==> src/hw/rtl/omni_pkg.sv <==
// Shared constants and types for the three-wheel omni drive kinematics block.
`timescale 1ns / 1ps

package omni_pkg;

  // Default duty width handed to the top level
  localparam int DUTY_BITS_DEF = 10;

  // Fixed widths of the stream fields
  localparam int VEL_W    = 16;  // one velocity field, signed Q4.12
  localparam int VELX_W   = 17;  // velocity after optional negation
  localparam int COEF_W   = 18;  // signed Q.12 coefficient
  localparam int PROD_W   = COEF_W + VELX_W;
  localparam int SPEED_W  = 8;   // whole rad/s, also max_speed width
  localparam int CDUTY_W  = 10;  // width of the duty config registers
  localparam int QUOT_W   = 10;  // quotient bits of the duty scaling divide
  localparam int ACTION_W = 2;
  localparam int NUM_WHEELS = 3;

  // Q.12 coefficients: 1/r, -0.5/r, (sqrt(3)/2)/r and d/r
  localparam logic signed [COEF_W-1:0] K_INV_R    = 18'sd74473;
  localparam logic signed [COEF_W-1:0] K_HALF_NEG = -18'sd37236;
  localparam logic signed [COEF_W-1:0] K_SQRT     = 18'sd64495;
  localparam logic signed [COEF_W-1:0] K_D        = 18'sd11916;

  // Action codes carried on tuser
  localparam logic [ACTION_W-1:0] ACT_VEL    = 2'd0;
  localparam logic [ACTION_W-1:0] ACT_STOP   = 2'd1;
  localparam logic [ACTION_W-1:0] ACT_ENABLE = 2'd2;

  // Configuration register indexes
  localparam int CFG_IDX_W = 3;
  localparam logic [CFG_IDX_W-1:0] REG_MAX_SPEED  = 3'd0;
  localparam logic [CFG_IDX_W-1:0] REG_MIN_DUTY   = 3'd1;
  localparam logic [CFG_IDX_W-1:0] REG_MAX_DUTY   = 3'd2;
  localparam logic [CFG_IDX_W-1:0] REG_INVERT_X   = 3'd3;
  localparam logic [CFG_IDX_W-1:0] REG_INVERT_Y   = 3'd4;
  localparam logic [CFG_IDX_W-1:0] REG_INVERT_ROT = 3'd5;

  // Register reset values
  localparam logic [SPEED_W-1:0] MAX_SPEED_RST = 8'd60;
  localparam logic [CDUTY_W-1:0] MIN_DUTY_RST  = 10'd0;
  localparam logic [CDUTY_W-1:0] MAX_DUTY_RST  = 10'd1023;

  // Sequencer states
  typedef enum logic [7:0] {
    S_IDLE = 8'b0000_0001,
    S_PROD = 8'b0000_0010,
    S_WSPD = 8'b0000_0100,
    S_WMUL = 8'b0000_1000,
    S_DVIN = 8'b0001_0000,
    S_DIV  = 8'b0010_0000,
    S_DFIN = 8'b0100_0000,
    S_EMIT = 8'b1000_0000
  } seq_state_t;

endpackage

==> src/hw/rtl/omni_wheel_kinematics_pwm.sv <==
// Three-wheel omni drive: velocity command to wheel duty and direction.
//
// Input stream (in_*): one word per command. tuser carries the action (velocity
// command, stop press or enable press); tdata carries vel_x, vel_y, vel_rot.
// Output stream (out_*): exactly one word per input word, with the enable line,
// three direction bits and three duty values as held after that command.
// Config (cfg_*): register writes, always ready; write only while idle.
//
// Flow: stop/enable presses, spare codes, disarmed and all-zero commands go
// from accept straight to the emit state. A driven command issues four
// products on the shared multiplier, then per wheel a speed step and a scale
// multiply, plus the 10-step restoring divide when the wheel is not saturated.
// in_tready is high only while the sequencer is idle, so one command is in
// flight at a time; a new command is taken only once the last one has left
// the sequencer.
// Reset: armed, enable low, all duties and directions zero, registers at
// their defaults. A stalled receiver holds out_tdata; the sequencer finishes
// the next command and waits to hand its word over, then takes no new input.
`timescale 1ns / 1ps

module omni_wheel_kinematics_pwm #(
  parameter int DUTY_BITS = omni_pkg::DUTY_BITS_DEF
) (
  input  logic        clk,
  input  logic        rst_n,
  // config write channel
  input  logic        cfg_valid,
  output logic        cfg_ready,
  input  logic [omni_pkg::CFG_IDX_W-1:0] cfg_index,
  input  logic [omni_pkg::CDUTY_W-1:0]   cfg_data,
  // command stream
  input  logic        in_tvalid,
  output logic        in_tready,
  input  logic [3*omni_pkg::VEL_W-1:0]   in_tdata,  // vel_x, vel_y, vel_rot
  input  logic [omni_pkg::ACTION_W-1:0]  in_tuser,  // action
  // result stream
  output logic        out_tvalid,
  input  logic        out_tready,
  // drive_enable, dir_one, dir_two, dir_three, duty_one, duty_two, duty_three
  output logic [((4+3*DUTY_BITS+7)/8)*8-1:0] out_tdata
);

  localparam int OUT_W = ((4 + 3 * DUTY_BITS + 7) / 8) * 8;
  localparam int VW    = omni_pkg::VEL_W;
  localparam int XW    = omni_pkg::VELX_W;
  localparam int PW    = omni_pkg::PROD_W;
  localparam int CW    = omni_pkg::CDUTY_W;
  localparam int SW    = omni_pkg::SPEED_W;
  localparam int QW    = omni_pkg::QUOT_W;
  localparam logic [CW-1:0] DMASK = CW'((33'd1 << DUTY_BITS) - 33'd1);
  localparam logic [1:0] LAST_WHEEL = 2'(omni_pkg::NUM_WHEELS - 1);
  localparam logic [3:0] LAST_DIV   = 4'(QW - 1);
  localparam logic [2:0] LAST_PROD  = 3'd4;

  // configuration registers
  logic [SW-1:0] max_speed_r;
  logic [CW-1:0] min_duty_r, max_duty_r;
  logic          invert_x_r, invert_y_r, invert_rot_r;

  // block state
  omni_pkg::seq_state_t state_r;
  logic                 armed_r, enable_r;
  logic [DUTY_BITS-1:0] held_duty_r [omni_pkg::NUM_WHEELS];
  logic                 held_dir_r  [omni_pkg::NUM_WHEELS];

  // working registers
  logic signed [XW-1:0] vx_r, vy_r, wrot_r;
  logic signed [PW-1:0] prod_r;
  logic signed [PW-1:0] acc_r [omni_pkg::NUM_WHEELS];
  logic [2:0]           step_r;
  logic [1:0]           wheel_r;
  logic [SW-1:0]        spd_r;
  logic                 sat_r;
  logic                 neg_r;
  logic [SW-1:0]        rem_r;
  logic [QW-1:0]        dq_r;
  logic [3:0]           cnt_r;

  logic                 out_tvalid_r;
  logic [OUT_W-1:0]     out_tdata_r;

  // ---- combinational helpers ----
  logic                 in_fire, out_free;
  logic signed [XW-1:0] vx_in, vy_in, wrot_in;
  logic                 zero_cmd;
  logic [CW-1:0]        min_m, max_m;
  logic signed [CW:0]   diff;
  logic signed [omni_pkg::COEF_W-1:0] mul_a;
  logic signed [XW-1:0] mul_b;
  logic signed [PW-1:0] mul_p;
  logic signed [PW-1:0] acc_sel, acc_mag;
  logic signed [PW-1:0] prod_mag;
  logic [SW:0]          div_t;
  logic                 div_ge;
  logic signed [CW:0]   q_signed;
  logic signed [CW+1:0] duty_sum;
  logic [OUT_W-1:0]     out_pack;

  assign cfg_ready  = 1'b1;
  assign in_tready  = (state_r == omni_pkg::S_IDLE);
  assign in_fire    = in_tvalid && in_tready;
  assign out_free   = !out_tvalid_r || out_tready;
  assign out_tvalid = out_tvalid_r;
  assign out_tdata  = out_tdata_r;

  // velocities widened by one bit so that negating the most negative code fits
  assign vx_in   = $signed({in_tdata[VW-1],     in_tdata[VW-1:0]});
  assign vy_in   = $signed({in_tdata[2*VW-1],   in_tdata[2*VW-1:VW]});
  assign wrot_in = $signed({in_tdata[3*VW-1],   in_tdata[3*VW-1:2*VW]});
  assign zero_cmd = (in_tdata == '0);

  // duty limits kept to the duty width
  assign min_m = min_duty_r & DMASK;
  assign max_m = max_duty_r & DMASK;
  assign diff  = $signed({1'b0, max_m}) - $signed({1'b0, min_m});

  // shared multiplier operand select
  always_comb begin
    mul_a = '0;
    mul_b = '0;
    if (state_r == omni_pkg::S_WMUL) begin
      mul_a = {{(omni_pkg::COEF_W-CW-1){diff[CW]}}, diff};
      mul_b = $signed({{(XW-SW){1'b0}}, spd_r});
    end else begin
      unique case (step_r)
        3'd0:    begin mul_a = omni_pkg::K_HALF_NEG; mul_b = vx_r;   end
        3'd1:    begin mul_a = omni_pkg::K_D;        mul_b = wrot_r; end
        3'd2:    begin mul_a = omni_pkg::K_SQRT;     mul_b = vy_r;   end
        3'd3:    begin mul_a = omni_pkg::K_INV_R;    mul_b = vx_r;   end
        default: begin mul_a = '0;                   mul_b = '0;     end
      endcase
    end
  end
  assign mul_p = mul_a * mul_b;

  // wheel speed magnitude, whole rad/s in bits 31:24 of the Q.24 value
  assign acc_sel = acc_r[wheel_r];
  assign acc_mag = acc_sel[PW-1] ? -acc_sel : acc_sel;

  // divide set-up and one restoring step
  assign prod_mag = prod_r[PW-1] ? -prod_r : prod_r;
  assign div_t    = {rem_r, dq_r[QW-1]};
  assign div_ge   = (div_t >= {1'b0, max_speed_r});

  // signed quotient plus offset
  assign q_signed = neg_r ? -$signed({1'b0, dq_r}) : $signed({1'b0, dq_r});
  assign duty_sum = $signed({q_signed[CW], q_signed}) + $signed({2'b00, min_m});

  // result word
  always_comb begin
    out_pack = '0;
    out_pack[0] = enable_r;
    out_pack[1] = held_dir_r[0];
    out_pack[2] = held_dir_r[1];
    out_pack[3] = held_dir_r[2];
    out_pack[4 +: DUTY_BITS]               = held_duty_r[0];
    out_pack[4 + DUTY_BITS +: DUTY_BITS]   = held_duty_r[1];
    out_pack[4 + 2*DUTY_BITS +: DUTY_BITS] = held_duty_r[2];
  end

  // configuration writes
  always_ff @(posedge clk) begin
    if (!rst_n) begin
      max_speed_r  <= omni_pkg::MAX_SPEED_RST;
      min_duty_r   <= omni_pkg::MIN_DUTY_RST;
      max_duty_r   <= omni_pkg::MAX_DUTY_RST;
      invert_x_r   <= 1'b0;
      invert_y_r   <= 1'b0;
      invert_rot_r <= 1'b0;
    end else if (cfg_valid) begin
      case (cfg_index)
        omni_pkg::REG_MAX_SPEED:  max_speed_r  <= cfg_data[SW-1:0];
        omni_pkg::REG_MIN_DUTY:   min_duty_r   <= cfg_data;
        omni_pkg::REG_MAX_DUTY:   max_duty_r   <= cfg_data;
        omni_pkg::REG_INVERT_X:   invert_x_r   <= cfg_data[0];
        omni_pkg::REG_INVERT_Y:   invert_y_r   <= cfg_data[0];
        omni_pkg::REG_INVERT_ROT: invert_rot_r <= cfg_data[0];
        default: ;
      endcase
    end
  end

  // multiplier output register, loaded every cycle
  always_ff @(posedge clk) begin
    prod_r <= mul_p;
  end

  // sequencer and control state
  always_ff @(posedge clk) begin
    if (!rst_n) begin
      state_r      <= omni_pkg::S_IDLE;
      armed_r      <= 1'b1;
      enable_r     <= 1'b0;
      out_tvalid_r <= 1'b0;
      step_r       <= '0;
      wheel_r      <= '0;
      cnt_r        <= '0;
      for (int k = 0; k < omni_pkg::NUM_WHEELS; k++) begin
        held_duty_r[k] <= '0;
        held_dir_r[k]  <= 1'b0;
      end
    end else begin
      // result valid: set when a word is loaded, cleared once taken
      if (state_r == omni_pkg::S_EMIT && out_free) begin
        out_tvalid_r <= 1'b1;
      end else if (out_tvalid_r && out_tready) begin
        out_tvalid_r <= 1'b0;
      end

      unique case (state_r)
        // decode the action; only a driven command goes through the datapath
        omni_pkg::S_IDLE: begin
          if (in_fire) begin
            state_r <= omni_pkg::S_EMIT;
            priority if (in_tuser == omni_pkg::ACT_STOP) begin
              armed_r  <= 1'b0;
              enable_r <= 1'b0;
            end else if (in_tuser == omni_pkg::ACT_ENABLE) begin
              armed_r <= 1'b1;
            end else if (in_tuser == omni_pkg::ACT_VEL) begin
              if (!armed_r || zero_cmd) begin
                enable_r <= 1'b0;
              end else begin
                enable_r <= 1'b1;
                vx_r     <= invert_x_r   ? -vx_in   : vx_in;
                vy_r     <= invert_y_r   ? -vy_in   : vy_in;
                wrot_r   <= invert_rot_r ? -wrot_in : wrot_in;
                step_r   <= '0;
                wheel_r  <= '0;
                state_r  <= omni_pkg::S_PROD;
              end
            end else begin
              // unused action code: nothing changes
            end
          end
        end

        // four products, each accumulated the cycle after it is issued
        omni_pkg::S_PROD: begin
          step_r <= step_r + 3'd1;
          case (step_r)
            3'd1: begin
              acc_r[0] <= prod_r;
              acc_r[1] <= prod_r;
            end
            3'd2: begin
              acc_r[0] <= acc_r[0] + prod_r;
              acc_r[1] <= acc_r[1] + prod_r;
              acc_r[2] <= prod_r;
            end
            3'd3: begin
              acc_r[0] <= acc_r[0] + prod_r;
              acc_r[1] <= acc_r[1] - prod_r;
            end
            3'd4: begin
              acc_r[2] <= acc_r[2] + prod_r;
            end
            default: ;
          endcase
          if (step_r == LAST_PROD) begin
            state_r <= omni_pkg::S_WSPD;
          end
        end

        // direction, whole speed and saturation for the current wheel
        omni_pkg::S_WSPD: begin
          held_dir_r[wheel_r] <= !acc_sel[PW-1];
          spd_r   <= acc_mag[31:24];
          sat_r   <= (acc_mag[31:24] >= max_speed_r);
          state_r <= omni_pkg::S_WMUL;
        end

        // saturated wheels take max duty; others scale speed by the duty span
        omni_pkg::S_WMUL: begin
          if (sat_r) begin
            held_duty_r[wheel_r] <= DUTY_BITS'(max_m);
            if (wheel_r == LAST_WHEEL) begin
              state_r <= omni_pkg::S_EMIT;
            end else begin
              wheel_r <= wheel_r + 2'd1;
              state_r <= omni_pkg::S_WSPD;
            end
          end else begin
            state_r <= omni_pkg::S_DVIN;
          end
        end

        // load divider; the quotient fits in QUOT_W bits
        omni_pkg::S_DVIN: begin
          neg_r   <= prod_r[PW-1];
          rem_r   <= prod_mag[QW+SW-1:QW];
          dq_r    <= prod_mag[QW-1:0];
          cnt_r   <= '0;
          state_r <= omni_pkg::S_DIV;
        end

        // one quotient bit per cycle
        omni_pkg::S_DIV: begin
          rem_r <= div_ge ? SW'(div_t - {1'b0, max_speed_r}) : div_t[SW-1:0];
          dq_r  <= {dq_r[QW-2:0], div_ge};
          cnt_r <= cnt_r + 4'd1;
          if (cnt_r == LAST_DIV) begin
            state_r <= omni_pkg::S_DFIN;
          end
        end

        // apply sign and offset, move on to the next wheel
        omni_pkg::S_DFIN: begin
          held_duty_r[wheel_r] <= DUTY_BITS'(duty_sum[CW-1:0]);
          if (wheel_r == LAST_WHEEL) begin
            state_r <= omni_pkg::S_EMIT;
          end else begin
            wheel_r <= wheel_r + 2'd1;
            state_r <= omni_pkg::S_WSPD;
          end
        end

        // hand the word over once the output register is free
        omni_pkg::S_EMIT: begin
          if (out_free) begin
            out_tdata_r  <= out_pack;
            state_r      <= omni_pkg::S_IDLE;
          end
        end

        default: state_r <= omni_pkg::S_IDLE;
      endcase
    end
  end

endmodule

==> config.mk <==
export PLATFORM = sky130hd
export DESIGN_NAME = omni_wheel_kinematics_pwm
export DESIGN_NICKNAME = d
export VERILOG_FILES = /design/src/hw/rtl/omni_pkg.sv /design/src/hw/rtl/omni_wheel_kinematics_pwm.sv
export SDC_FILE = /design/constraint.sdc
export NUM_CORES = 2
export LEC_CHECK = 0
export ABC_AREA = 0
export BUFFER_PORTS_ARGS = -buffer_cell sky130_fd_sc_hd__buf_2
export CORE_ASPECT_RATIO = 1.4
export CORE_MARGIN = 8
export CORE_UTILIZATION = 55
export CTS_CLUSTER_DIAMETER = 40
export DETAILED_ROUTE_END_ITERATION = 12
export PLACE_DENSITY = 0.74
export SYNTH_ARGS = -nofsm -noshare
export SYNTH_HDL_FRONTEND = slang
export SYNTH_SLANG_ARGS = --single-unit
==> constraint.sdc <==
create_clock -name clk -period 9.99 [get_ports clk]
set_input_delay 0.999 -clock clk [delete_from_list [all_inputs] [get_ports clk]]
set_output_delay 0.999 -clock clk [all_outputs]
set_load 0.01 [all_outputs]
==> reports/qor.yml <==
route:
  routed_wl_mm: 106
  drtIter0Drc: 2389
  vias: 28700
  first_pass_iters: 7
  vias_per_cell: 5.97
  ant_nets: 0
  drc: 0
  wl_per_cell_um: 22.1
power:
  netSwitchingFraction_pct: 45.7
  power.switching_mw: 4.61
  p_clk_share_pct: 18.4
  p_seq_share_pct: 18.7
  internal-power_mw: 5.46
  pwr-share-comb_pct: 62.9
  power.density_mw_per_mm2: 267
  peakVddDrop_mv: 0.269
  leakage_nw: 16.6
floorplanning:
  io_pins: 111
  die-area_mm2: 0.0708
  die_w_um: 227
  die_h_um: 312
  rows: 108
  coreArea_mm2: 0.0619
  initial_core_util_pct: 55.5
logic_synthesis:
  ys_seq_elements: 339
  synth_flop_cell: "edfxtp_1"
  netlist_instances: 3843
  syn_area_per_cell_um2: 8.93
  synth_edf_count: 248
  netlist_area_mm2: 0.0343
  yosys_warnings: 0
  yosys.cell_types.count: 79
  ys_seq_area_share_pct: 27.0
  synth-async-reset-ratio_pct: 0
timing:
  tns_ns: 0
  worst_slew_pin_slew_ns: 1.14
  finalCritPeriodShare_pct: 91.1
  rsz0062_at_grt: "no"
  hold_viol: 0
  clock.fmax_mhz: 110
  skew_ns: 0.0567
  slew-limit-headroom_pct: 24.1
  setup_viol: 0
  min_period_ns: 9.10
  finalMaxSlewViolations: 0
worst_setup_path:
  r2r-end: "prod_r[31]"
  timing.rr.start: "min_duty_r[1]"
  cp.required_ns: 10.54
  setup.worst_path.end: "prod_r[31]"
  ff2ff_setup_slack_ns: 0.89
  path_delay_family: "compound AO/OA/AOI/OAI gates"
  crit_cells: 33
  critPathMaxFanout: 8
  critical_path_buf_inv_count: 4
  max_stage_delay_ns: 0.65
  startpoint_type: "register"
  crit_top_cell: "fa_1"
  cp.arrival_ns: 9.65
  crit_type: "register to register"
  end_kind: "register"
  critPathLaunch: "min_duty_r[1]"
  worstRegToRegCells: 33
  slowest_stage: "a31oi_1"
clocking:
  clk_pin_slew_ns: 0.07
  htreeDepth: 2
  cts.sink_count: 339
  hold_buffers: 0
  cts_tree: "yes"
  clk_path_buf_depth: 3
  post_cts_buffers: 0
  post_cts_resize_count: 0
  clk_latency_ns: 0.65
  tritoncts.num_buffers: 50
  root_buffer: "clkbuf_16"
cells_and_area:
  mostFrequentLayoutCells: "inv_1, nor2_1, nand2_1"
  post-route-util_pct: 60.9
  fin_nets: 4593
  drive_gt1_share_pct: 7.75
  final_common_cell: "inv_1"
  areaGrowthSynthToFinish_pct: 9.69
  fin_cells: 4803
placement:
  place.gp.congestion: 1.04
  port_buffers: 103
  dp_hpwl_mm: 83.8
  place_inst: 4704
flow_run:
  drv_cap: 0
global_routing:
  track_usage_pct: 29.8
  grt_max_degree: 71
  grt_pass1_vias: 29000
  grt_pass1_wl_mm: 163
  grt_overflow: 0
  antenna_found_initial: 7
hold_path:
  min_path_cells: 0
  min_path_type: "register to register"
outcome:
  status: "complete, no violations"
==> routing by layer <==
layer	vias to the layer above	global-route usage [%]	wire, um
li1	13300	-	-
met1	13800	36.1	39800
met2	1276	49.4	50500
met3	341	4.89	8480
met4	6	17.8	7260
met5	-	0	40
==> synth_stat cells, types with 11 or more instances <==
| library cell | number | area, um2 |
|---|---|---|
| o22ai_1 | 16 | 100 |
| a21boi_0 | 11 | 82.6 |
| o41ai_1 | 16 | 140 |
| edfxtp_1 | 248 | 7450 |
| nor2b_1 | 39 | 244 |
| mux2i_1 | 19 | 190 |
| dfxtp_1 | 91 | 1820 |
| clkbuf_1 | 116 | 435 |
| a21o_1 | 69 | 518 |
| a211oi_1 | 26 | 195 |
| fa_1 | 318 | 6370 |
| and2_1 | 24 | 150 |
| a31oi_1 | 27 | 169 |
| xor2_1 | 40 | 350 |
| a222oi_1 | 13 | 130 |
| xnor2_1 | 139 | 1220 |
| o21ai_0 | 207 | 1040 |
| inv_1 | 541 | 2030 |
| nand2b_1 | 37 | 231 |
| o21a_1 | 36 | 270 |
| buf_1 | 12 | 45.0 |
| o31ai_1 | 29 | 218 |
| nor4_1 | 22 | 138 |
| nor3_1 | 73 | 365 |
| or2_2 | 19 | 119 |
| a21oi_1 | 278 | 1390 |
| and3_1 | 15 | 93.8 |
| o211ai_1 | 30 | 225 |
| nand4_1 | 21 | 131 |
| nor2_1 | 380 | 1430 |
| or4_1 | 13 | 97.6 |
| o21bai_1 | 38 | 285 |
| or3_1 | 20 | 125 |
| nand2_1 | 351 | 1320 |
| nand3b_1 | 12 | 90.1 |
| ha_1 | 276 | 3450 |
| nand3_1 | 71 | 355 |
==> final cells by class <==
cell class | count | area, um2
clock buffer | 54 | 1270
timing repair buffer | 162 | 958
multi-input combinational | 2837 | 22600
sequential | 339 | 9270
fill | 5544 | 24200
clock inverter | 40 | 502
inverter | 541 | 2030
antenna | 5 | 12.5
tap | 825 | 1030
==> per-stage QoR <==
stage	worst slack (ns)	hold WS, ns	power (mW)	instance area (um2)
floorplan	1.89	0.400	6.51	34400
global placement	1.10	0.404	8.06	35900
detailed placement	1.02	0.405	8.05	35900
CTS	0.983	0.421	10.0	37600
global route	0.462	0.423	10.8	37700
finish	0.890	0.421	10.1	37700
==> worst min path at each step <==
| stage | slack, ns | from | endpoint |
|---|---|---|---|
| 2_1_floorplan | 0.40 | held_duty_r[0][6] | out_tdata[10] |
| 3_3_place_gp | 0.40 | held_duty_r[2][9] | out_tdata[33] |
| 3_5_place_dp | 0.41 | held_duty_r[2][5] | out_tdata[29] |
| 4_1_cts | 0.42 | held_duty_r[2][2] | out_tdata[26] |
| 5_1_grt | 0.42 | held_duty_r[2][5] | out_tdata[29] |
| 6_report | 0.42 | held_duty_r[2][5] | out_tdata[29] |
==> power groups by stage <==
stage	sequential, mW	combinational [mW]	clock (mW)
after global routing	1.89	7.00	1.92
after detailed placement	1.90	6.16	0
after CTS	1.87	6.27	1.87
after floorplan	1.85	4.66	0
final	1.88	6.34	1.85
after global placement	1.90	6.16	0
==> registers in the layout (all words and copies together) (netlist names), 10 cells and up, named ones only <==
register / count
vx_r: 17
held_duty_r: 30
vy_r: 17
out_tdata: 34
dq_r: 10
prod_r: 35
min_duty_r: 10
wrot_r: 17
max_duty_r: 10
acc_r: 105
==> logic make-up after synthesis <==
kind of cell / count (synthesis) / share of synthesized area, %
and+or+nand+nor: 1134 / 15.2
AOI/OAI and AO/OA: 891 / 16.4
buffers and inverters: 680 / 7.52
adders and majority gates: 594 / 28.6
DFF: 339 / 27.0
xor gates and xnor gates: 179 / 4.57
muxes: 24 / 0.718
other: 2 / 0.0219
(Power assumes the default switching activity.)
